--- config.mk ---
export PLATFORM = sky130hd
export DESIGN_NAME = price_level_order_book
export DESIGN_NICKNAME = d
export VERILOG_FILES = /design/src/rtl/plob_pkg.sv /design/src/rtl/price_level_order_book.sv /design/src/rtl/plob_cell.sv /design/src/rtl/plob_side.sv
export SDC_FILE = /design/constraint.sdc
export NUM_CORES = 2
export LEC_CHECK = 0
export BUFFER_PORTS_ARGS = -buffer_cell sky130_fd_sc_hd__buf_2
export CORE_MARGIN = 5
export CORE_UTILIZATION = 47
export DETAILED_ROUTE_END_ITERATION = 8
export PLACE_DENSITY = 0.73
export RECOVER_POWER = 100
export SYNTH_ARGS = -nofsm -noshare
export SYNTH_HDL_FRONTEND = slang
export SYNTH_HIERARCHICAL = 1
export SYNTH_SLANG_ARGS = --single-unit
export TNS_END_PERCENT = 100
--- constraint.sdc ---
create_clock -name clk_i -period 13.35 [get_ports clk_i]
set_input_delay 0 -clock clk_i [delete_from_list [all_inputs] [get_ports clk_i]]
set_output_delay 0 -clock clk_i [all_outputs]
set_load 0.02 [all_outputs]
--- src/rtl/plob_pkg.sv ---
// Shared types and constants for the price-level order book.
// No dependencies; imported by every other file in rtl/.
package plob_pkg;

  localparam int PRICE_W   = 32;
  localparam int QTY_W     = 32;
  localparam int DEPTH_W   = 5;
  localparam int MAX_DEPTH_DEF = 16;
  localparam logic [DEPTH_W-1:0] DEPTH_RESET = 5'd16;

  typedef enum logic [2:0] {
    ACT_INSERTED = 3'd0,
    ACT_REPLACED = 3'd1,
    ACT_DELETED  = 3'd2,
    ACT_ABSENT   = 3'd3,
    ACT_REJECTED = 3'd4,
    ACT_CLEARED  = 3'd5
  } action_e;

  typedef enum logic [2:0] {
    OP_HOLD,
    OP_INSERT,
    OP_DELETE,
    OP_REPLACE,
    OP_CLEAR
  } op_e;

  // one price level as held in a cell
  typedef struct packed {
    logic               valid;
    logic [PRICE_W-1:0] price;
    logic [QTY_W-1:0]   qty;
  } entry_t;

  // broadcast from side control to every cell
  typedef struct packed {
    op_e                op;
    logic               is_ask;
    logic [PRICE_W-1:0] price;
    logic [QTY_W-1:0]   qty;
  } cell_ctl_t;

  // from top to one side
  typedef struct packed {
    logic               en;
    logic               clear;
    logic               is_ask;
    logic [PRICE_W-1:0] price;
    logic [QTY_W-1:0]   qty;
  } side_ctl_t;

endpackage

--- src/rtl/price_level_order_book.sv ---
// Top level of the price-level order book: item handshake, configuration
// register, result register, two plob_side chains. Depends on plob_pkg, plob_side.
//
//  channel  | direction | handshake               | payload
//  ---------+-----------+-------------------------+-----------------------------------------
//  in       | in        | in_valid_i / in_stall_o | cmd_i side_i level_price_i level_quantity_i
//  out      | out       | out_valid_o / out_stall_i | action_o best_bid_* best_ask_* crossed
//  cfg      | in        | cfg_valid_i / cfg_ready_o | cfg_data_i (level limit per side)
//
// Each transaction is accepted and registered, then in state EXEC every cell
// compares and shifts in parallel, then in state FIN the result register loads
// as the next item is accepted. A stalled result holds off the next item.
// Reset empties both sides and sets the level limit to 16; cfg is always ready.
module price_level_order_book import plob_pkg::*; #(
  parameter int MaxDepth = MAX_DEPTH_DEF
) (
  input  logic               clk_i,
  input  logic               rst_ni,
  input  logic               in_valid_i,
  output logic               in_stall_o,
  input  logic               cmd_i,
  input  logic               side_i,
  input  logic [PRICE_W-1:0] level_price_i,
  input  logic [QTY_W-1:0]   level_quantity_i,
  output logic               out_valid_o,
  input  logic               out_stall_i,
  output logic [2:0]         action_o,
  output logic [PRICE_W-1:0] best_bid_price_o,
  output logic               best_bid_valid_o,
  output logic [PRICE_W-1:0] best_ask_price_o,
  output logic               best_ask_valid_o,
  output logic               crossed_or_locked_o,
  input  logic               cfg_valid_i,
  output logic               cfg_ready_o,
  input  logic [DEPTH_W-1:0] cfg_data_i
);

  typedef enum logic [1:0] {ST_IDLE, ST_EXEC, ST_FIN} state_e;

  state_e             state_q;
  logic [DEPTH_W-1:0] depth_q;
  logic               cmd_q, side_q;
  logic [PRICE_W-1:0] price_q;
  logic [QTY_W-1:0]   qty_q;
  action_e            act_q;
  logic               out_valid_q;
  action_e            out_act_q;
  logic [PRICE_W-1:0] bid_px_q, ask_px_q;
  logic               bid_ok_q, ask_ok_q, cross_q;

  side_ctl_t bid_ctl, ask_ctl;
  action_e   bid_act, ask_act;
  entry_t    bid_head, ask_head;
  logic      out_free, in_acc, exec;

  assign out_free    = !out_valid_q || !out_stall_i;
  assign in_stall_o  = !((state_q == ST_IDLE) || (state_q == ST_FIN && out_free));
  assign in_acc      = in_valid_i && !in_stall_o;
  assign exec        = (state_q == ST_EXEC);
  assign cfg_ready_o = 1'b1;

  always_comb begin
    bid_ctl = '{en: exec && !cmd_q && !side_q, clear: exec && cmd_q, is_ask: 1'b0,
                price: price_q, qty: qty_q};
    ask_ctl = '{en: exec && !cmd_q && side_q, clear: exec && cmd_q, is_ask: 1'b1,
                price: price_q, qty: qty_q};
  end

  plob_side #(.MaxDepth(MaxDepth)) u_bid (
    .clk_i    (clk_i),
    .rst_ni   (rst_ni),
    .ctl_i    (bid_ctl),
    .depth_i  (depth_q),
    .action_o (bid_act),
    .head_o   (bid_head)
  );

  plob_side #(.MaxDepth(MaxDepth)) u_ask (
    .clk_i    (clk_i),
    .rst_ni   (rst_ni),
    .ctl_i    (ask_ctl),
    .depth_i  (depth_q),
    .action_o (ask_act),
    .head_o   (ask_head)
  );

  always_ff @(posedge clk_i or negedge rst_ni) begin
    if (!rst_ni) begin
      state_q     <= ST_IDLE;
      depth_q     <= DEPTH_RESET;
      out_valid_q <= 1'b0;
    end else begin
      if (cfg_valid_i && cfg_ready_o) depth_q <= cfg_data_i;
      // a finished item refills the result register as the old one leaves
      if (state_q == ST_FIN && out_free) begin
        out_valid_q <= 1'b1;
      end else if (!out_stall_i) begin
        out_valid_q <= 1'b0;
      end
      case (state_q)
        ST_IDLE: if (in_acc) state_q <= ST_EXEC;
        ST_EXEC: state_q <= ST_FIN;
        ST_FIN: begin
          if (out_free) state_q <= in_acc ? ST_EXEC : ST_IDLE;
        end
        default: state_q <= ST_IDLE;
      endcase
    end
  end

  // item and result payload registers
  always_ff @(posedge clk_i) begin
    if (in_acc) begin
      cmd_q   <= cmd_i;
      side_q  <= side_i;
      price_q <= level_price_i;
      qty_q   <= level_quantity_i;
    end
    if (exec) act_q <= cmd_q ? ACT_CLEARED : (side_q ? ask_act : bid_act);
    if (state_q == ST_FIN && out_free) begin
      out_act_q <= act_q;
      bid_ok_q  <= bid_head.valid;
      ask_ok_q  <= ask_head.valid;
      bid_px_q  <= bid_head.valid ? bid_head.price : '0;
      ask_px_q  <= ask_head.valid ? ask_head.price : '0;
      cross_q   <= bid_head.valid && ask_head.valid && (bid_head.price >= ask_head.price);
    end
  end

  assign out_valid_o         = out_valid_q;
  assign action_o            = out_act_q;
  assign best_bid_price_o    = bid_px_q;
  assign best_bid_valid_o    = bid_ok_q;
  assign best_ask_price_o    = ask_px_q;
  assign best_ask_valid_o    = ask_ok_q;
  assign crossed_or_locked_o = cross_q;

  a_clear_empty: assert property (@(posedge clk_i) disable iff (!rst_ni)
    out_valid_q && out_act_q == ACT_CLEARED |-> !bid_ok_q && !ask_ok_q)
    else $error("clear result shows a level");

  a_cross_needs_both: assert property (@(posedge clk_i) disable iff (!rst_ni)
    out_valid_q && cross_q |-> bid_ok_q && ask_ok_q)
    else $error("crossed flag without both sides");

  a_accept_exec: assert property (@(posedge clk_i) disable iff (!rst_ni)
    in_acc |=> state_q == ST_EXEC)
    else $error("accepted transaction not executed");

endmodule

--- src/rtl/plob_cell.sv ---
// One price-level cell: holds a level, compares against the broadcast price
// and shifts with its neighbors. Depends on plob_pkg.
module plob_cell import plob_pkg::*; (
  input  logic      clk_i,
  input  logic      rst_ni,
  input  cell_ctl_t ctl_i,
  input  logic      prev_ahead_i,
  input  entry_t    prev_i,
  input  entry_t    next_i,
  output logic      ahead_o,
  output logic      match_o,
  output entry_t    entry_o
);

  logic               valid_q, valid_d;
  logic [PRICE_W-1:0] price_q, price_d;
  logic [QTY_W-1:0]   qty_q, qty_d;

  always_comb begin
    ahead_o = valid_q && (ctl_i.is_ask ? (price_q < ctl_i.price) : (price_q > ctl_i.price));
    match_o = valid_q && (price_q == ctl_i.price);
  end

  always_comb begin
    valid_d = valid_q;
    price_d = price_q;
    qty_d   = qty_q;
    case (ctl_i.op)
      OP_CLEAR: valid_d = 1'b0;
      OP_REPLACE: begin
        if (match_o) qty_d = ctl_i.qty;
      end
      OP_INSERT: begin
        if (!ahead_o) begin
          if (prev_ahead_i) begin
            valid_d = 1'b1;
            price_d = ctl_i.price;
            qty_d   = ctl_i.qty;
          end else begin
            valid_d = prev_i.valid;
            price_d = prev_i.price;
            qty_d   = prev_i.qty;
          end
        end
      end
      OP_DELETE: begin
        if (!ahead_o) begin
          valid_d = next_i.valid;
          price_d = next_i.price;
          qty_d   = next_i.qty;
        end
      end
      default: ;
    endcase
  end

  always_ff @(posedge clk_i or negedge rst_ni) begin
    if (!rst_ni) begin
      valid_q <= 1'b0;
    end else begin
      valid_q <= valid_d;
    end
  end

  always_ff @(posedge clk_i) begin
    price_q <= price_d;
    qty_q   <= qty_d;
  end

  assign entry_o = '{valid: valid_q, price: price_q, qty: qty_q};

endmodule

--- src/rtl/plob_side.sv ---
// One book side: a chain of plob_cell levels, best first, plus its level
// count and the insert/replace/delete decision. Depends on plob_pkg, plob_cell.
module plob_side import plob_pkg::*; #(
  parameter int MaxDepth = MAX_DEPTH_DEF
) (
  input  logic               clk_i,
  input  logic               rst_ni,
  input  side_ctl_t          ctl_i,
  input  logic [DEPTH_W-1:0] depth_i,
  output action_e            action_o,
  output entry_t             head_o
);

  localparam int CntW = $clog2(MaxDepth + 1);
  localparam int CmpW = (CntW > DEPTH_W) ? CntW : DEPTH_W;

  logic [CntW-1:0] count_q, count_d;
  entry_t          ent   [MaxDepth];
  logic            ahead [MaxDepth];
  logic [MaxDepth-1:0] match;
  logic            found, full;
  cell_ctl_t       cell_ctl;
  entry_t          empty_ent;

  assign empty_ent = '{valid: 1'b0, price: '0, qty: '0};

  for (genvar i = 0; i < MaxDepth; i++) begin : g_cell
    logic   prev_ahead;
    entry_t prev_ent, next_ent;
    if (i == 0) begin : g_first
      assign prev_ahead = 1'b1;
      assign prev_ent   = empty_ent;
    end else begin : g_mid
      assign prev_ahead = ahead[i-1];
      assign prev_ent   = ent[i-1];
    end
    if (i == MaxDepth - 1) begin : g_last
      assign next_ent = empty_ent;
    end else begin : g_inner
      assign next_ent = ent[i+1];
    end
    plob_cell u_cell (
      .clk_i        (clk_i),
      .rst_ni       (rst_ni),
      .ctl_i        (cell_ctl),
      .prev_ahead_i (prev_ahead),
      .prev_i       (prev_ent),
      .next_i       (next_ent),
      .ahead_o      (ahead[i]),
      .match_o      (match[i]),
      .entry_o      (ent[i])
    );
  end

  assign found = |match;
  assign full  = (count_q == CntW'(MaxDepth)) || (CmpW'(count_q) >= CmpW'(depth_i));

  always_comb begin
    action_o = ACT_ABSENT;
    if (ctl_i.qty == '0) begin
      action_o = found ? ACT_DELETED : ACT_ABSENT;
    end else if (found) begin
      action_o = ACT_REPLACED;
    end else begin
      action_o = full ? ACT_REJECTED : ACT_INSERTED;
    end
  end

  always_comb begin
    cell_ctl.is_ask = ctl_i.is_ask;
    cell_ctl.price  = ctl_i.price;
    cell_ctl.qty    = ctl_i.qty;
    cell_ctl.op     = OP_HOLD;
    count_d         = count_q;
    if (ctl_i.clear) begin
      cell_ctl.op = OP_CLEAR;
      count_d     = '0;
    end else if (ctl_i.en) begin
      case (action_o)
        ACT_INSERTED: begin
          cell_ctl.op = OP_INSERT;
          count_d     = count_q + 1'b1;
        end
        ACT_DELETED: begin
          cell_ctl.op = OP_DELETE;
          count_d     = count_q - 1'b1;
        end
        ACT_REPLACED: cell_ctl.op = OP_REPLACE;
        default:      cell_ctl.op = OP_HOLD;
      endcase
    end
  end

  always_ff @(posedge clk_i or negedge rst_ni) begin
    if (!rst_ni) begin
      count_q <= '0;
    end else begin
      count_q <= count_d;
    end
  end

  assign head_o = ent[0];

  a_count_head: assert property (@(posedge clk_i) disable iff (!rst_ni)
    (count_q == '0) == !ent[0].valid)
    else $error("level count disagrees with head cell");

  a_count_max: assert property (@(posedge clk_i) disable iff (!rst_ni)
    count_q <= CntW'(MaxDepth))
    else $error("level count above depth");

  a_insert_grows: assert property (@(posedge clk_i) disable iff (!rst_ni)
    ctl_i.en && !ctl_i.clear && action_o == ACT_INSERTED |=>
      count_q == $past(count_q) + 1'b1)
    else $error("insert did not grow the side");

endmodule
# Yosys cells after proc, flatten, opt, wreduce, memory -nomap -nowiden
# Cells that the tools add are included.
# totals
input_bits	76
mem_bits_ro	0
latchBits	0
ramBits	0
output_inout_bits	73
mem_count	0
ff_bits	1213
word_cells	673
# op_classes
reduce_logical	162
eq_ne	113
n_lt_le_gt_ge	35
n_shift	0
n_mux	279
n_addsub	4
bitwise	0
mul	0
n_div	0
# ops
cell	n
32-bit 2-to-1 mux	94
32-bit one-hot mux with 2 select lines	32
32-bit == test	32
32-bit greater-than comparator	16
32-bit less-than comparator	16
3-bit AND reduction	64
2-bit != test (second input constant)	66
1-bit 2-to-1 mux	99
1-bit one-hot mux with 3 select lines	32
1-bit logical AND	72
3-bit 2-to-1 mux	11
32-bit greater-or-equal comparator	1
32-bit logical NOT	1
16-bit OR reduction	2
5-bit 2-to-1 mux	4
5-bit one-hot mux with 2 select lines	2
2-bit one-hot mux with 3 select lines	3
3-bit by 1-bit == test with 1-bit output (second input constant)	4
3-bit by 2-bit == test with 1-bit output (second input constant)	4
3-bit nonzero test	4
5-bit by 1-bit adder with 5-bit output (second input constant)	2
5-bit == test (second input constant)	2
5-bit greater-or-equal comparator	2
5-bit by 1-bit subtractor with 5-bit output (second input constant)	2
11 further kinds	26

# Logic depth before layout (Yosys ltp)
# logic_depth
word_depth	12
depth_mapped	20
depth_no_buf	19

# Hierarchy
# The synthesis kept the hierarchy.
# by_module_without_submodules
mod	n_inst	area_each_um2	cells_each
plob_cell (u_ask.g_cell[0].u_cell ...)	26	4162.7	393
plob_cell (u_bid.g_cell[4].u_cell ...)	6	4067.7	391
price_level_order_book	1	5789.3	360
plob_side	2	681.9	82

# Worst setup path before layout
# Ideal clock, no wire load.
# synth_path
path_kind	reg2reg
from	reg state_q[1]
to	reg u_ask.g_cell[0].u_cell.price_q[0], enable pin
path_buffers	0
setup_slack_ns	1.385
period_less_slack_ns	11.965
arrival_ns	11.495
setup_ns	0.470
path_stages_with_launch	8
t_required_ns	12.880
cell_sequence	dfrtp_1 > nand2b_1 > inv_1 > and2_1 > nand2b_1 > a21oi_1 > xnor2_1 > a211oi_1
# synth_rtl
element	line_no	text
start: declaration	price_level_order_book.sv:40	state_e state_q;
start signal: assignment	price_level_order_book.sv:104	if (out_free) state_q <= in_acc ? ST_EXEC : ST_IDLE;
end signal: assignment	plob_cell.sv:66	price_q <= price_d;
end: declaration	plob_cell.sv:16	logic [PRICE_W-1:0] price_q, price_d;

==> results.md <==
* Status: complete, but fails checks
* Failing checks: max-capacitance violations, max-slew violations
* Placed insts at 12056
* Iter 0 DRT Violations at 7392
* Via count of the first global-routing pass at 72575
* Worst Setup Start Kind: flop
* # rows at 162
* Worst r2r src: price_q[22]
* Switching portion of total power at 29.65%
* Flop pwr share at 43.4%
* Area of the multi-input gates at 50710 um2
* Top achievable clock speed at 99.54 MHz
* Post-synthesis cell area at 91990 um2
* Hold buffers post-CTS at 151
* Synthesis-to-layout area growth at 10.85%
* Mapped Cells at 9392
* Logic gate share of total power at 20.2%
* Layout cells sized above 1 at 8.270%
* Largest net degree at the start of global routing at 65
* CP startpoint: price_q[22]
* Final instance area at 102000 um2
* Syn Area/Cell at 9.794 um2
* CTS buffer count at 141
* Hold Path End: depth_q[2]
* Chip Height at 452.4 um
* Largest stage delay, worst path at 1780 ps
* Initial antenna violation count at 5
* Crit Path Max Fanout at 64
* Gr usage total at 25.13%
* CTS max path bufs at 3
* Vias per cell at 5.919
* DP Wirelength at 192.1 mm
* I/O Pins at 149
* Slowest cell on the critical path: clkbuf_1
* Dpl cell area at 96430 um2
* Slew Limit Headroom at -144.6%
* Crit-path cells: clkbuf_1 > clkbuf_1 > inv_1 > ha_1 > nand4_1 > nor4_1 > nand3_1 > nor2_1 > nor4_1 > and4_1 > ha_1 > o21ai_0 > a21oi_4 > buf_4 > xnor2_1 > a211oi_4 > clkbuf_1
* R2r setup slk at 3300 ps
* Nets at 10884
* Post-Route WL at 268.0 mm
* Routed Antenna Nets at 0
* Worst Hold Class: in -> reg
* Final Core Density at 52.35%
* Most used cell, CP: clkbuf_1
* CTS tree: built
* CTS Root Cell: clkbuf_16
* Clk pwr share at 36.4%
* Skew final at 44.69 ps
* Pwr dens at 105.0 nW/um2
* Setup TNS at 0 ps
* Fill cell count at 16974
* Port bufs at 147
* Pleak at 39.46 nW
* Final Hold Viols at 0
* Vias at 73790
* Hold Slack at 75.63 ps
* DRC violations left at 0
* Worst r2r path cells at 17
* Worst path arrival time at 10400 ps
* Non-filler cells, final at 12467
* Tcrit/Tclk final at 75.25%
* Hold_sp: cfg_valid_i
* Die area at 204700 um2
* Die W at 452.4 um
* Slew Viols, Final at 1409
* Clock Latency Late Sink at 820 ps
* Worst r2r dst: u_ask/g_cell[13].u_cell/price_q[5]
* # resized after CTS at 0
* Internal power at 7.530 mW
* Post-CTS Setup Bufs at 0
* Sw Pwr at 3.174 mW
* Initial Util at 47.22%
* Setup CP Type: reg -> reg
* CP required at 13710 ps
* Worst slew pin tran at 3669 ps
* RSZ-0062 raised after global routing: false
* Hold Crit Depth at 3
* Yosys warns at 6
* WL per Instance at 21.49 um
* Max IR drop VDD at 0.1206 mV
* Register area at 36180 um2
* Gpl congestion at 0.9149
* GR Overflow Total at 0
* Global-route wire length before repair at 412.8 mm
* Max cap viols at 41
* Tmin final at 10050 ps
* 1st-pass router iterations at 8
* Clock-pin transition on the worst setup and hold timing paths at 60 ps
* Endpoint class of the critical path: flop
* Total core area at 194800 um2
* Clk sinks at 1213
* H-tree levels at 4
* Diode count at 0
* Final setup fails at 0
==> area by class of cell <==
class                   count  area share, %
clock inverters            72         0.6872
well taps                2624          3.220
multi-input cells        6815          49.73
clock buffers             186          3.776
flip-flops and latches   1213          35.48
repair buffers            429          2.956
inverters                1128          4.152
==> worst max-delay path by stage <==
stage	to	slack, ps	cells after the start
final	u_ask/g_cell[13].u_cell/price_q[5]	3300	17
after floorplan	u_ask/g_cell[15].u_cell/price_q[0]	2890	13
after global placement	u_bid/g_cell[13].u_cell/price_q[24]	6410	17
after CTS	u_bid/g_cell[13].u_cell/price_q[30]	6260	17
after detailed placement	u_bid/g_cell[13].u_cell/price_q[25]	6300	17
after global routing	u_bid/g_cell[1].u_cell/price_q[25]	2940	19
==> sequential cells by signal (all words and copies together) (netlist names), 5 cells and up <==
register                     count
best_ask_price_o                32
best_bid_price_o                32
depth_q                          5
price_q                         32
qty_q                           32
u_ask/count_q                    5
u_ask/g_cell.u_cell/price_q    512
u_ask/g_cell.u_cell/valid_q     16
u_bid/count_q                    5
u_bid/g_cell.u_cell/price_q    512
u_bid/g_cell.u_cell/valid_q     16
==> cell usage in the layout, fill, tap and decap left out, types with 87 or more instances in the layout <==
| master | count |
|---|---|
| nand2_1 | 1309 |
| edfxtp_1 | 1163 |
| o21ai_0 | 1131 |
| inv_1 | 1128 |
| ha_1 | 1078 |
| mux2i_1 | 1035 |
| a21oi_1 | 452 |
| conb_1 | 225 |
| nor2_1 | 178 |
| clkbuf_1 | 163 |
| dlygate4sd3_1 | 150 |
| clkbuf_16 | 143 |
| nand4_2 | 136 |
| nand3_1 | 98 |
| buf_4 | 88 |
| nand4_1 | 87 |
==> layer usage <==
layer	GRT usage (%)	wire, um	vias to the layer above
li1	-	-	34293
met1	32.80	111900	35293
met2	40.03	119100	3433
met3	3.973	20510	769
met4	13.98	16380	2
met5	0	7	-
==> per-stage QoR <==
stage	power (mW)	setup WS (ps)
2_1_floorplan	6.245	2894
3_3_place_gp	6.710	6411
3_5_place_dp	6.813	6301
4_1_cts	10.72	6265
5_1_grt	11.11	2943
6_report	10.70	3304
==> power by group through the flow <==
| stage | Combinational [mW] | Sequential [mW] | Clock [mW] |
|---|---|---|---|
| floorplan | 1.53 | 4.71 | 0 |
| global placement | 2.01 | 4.70 | 0 |
| detailed placement | 2.11 | 4.71 | 0 |
| CTS | 2.15 | 4.63 | 3.93 |
| global route | 2.35 | 4.66 | 4.10 |
| finish | 2.16 | 4.65 | 3.90 |
==> worst max-delay path: cells and delay by family (launching register included) <==
family	cells	cell delay, ps
buffers and inverters	5	5720
and+or+nand+nor	6	1880
adders and majority gates	2	610
AOI/OAI and AO/OA	3	610
DFF	1	320
xor gates and xnor gates	1	270
No activity file was read; power rests on OpenSTA's default activity.
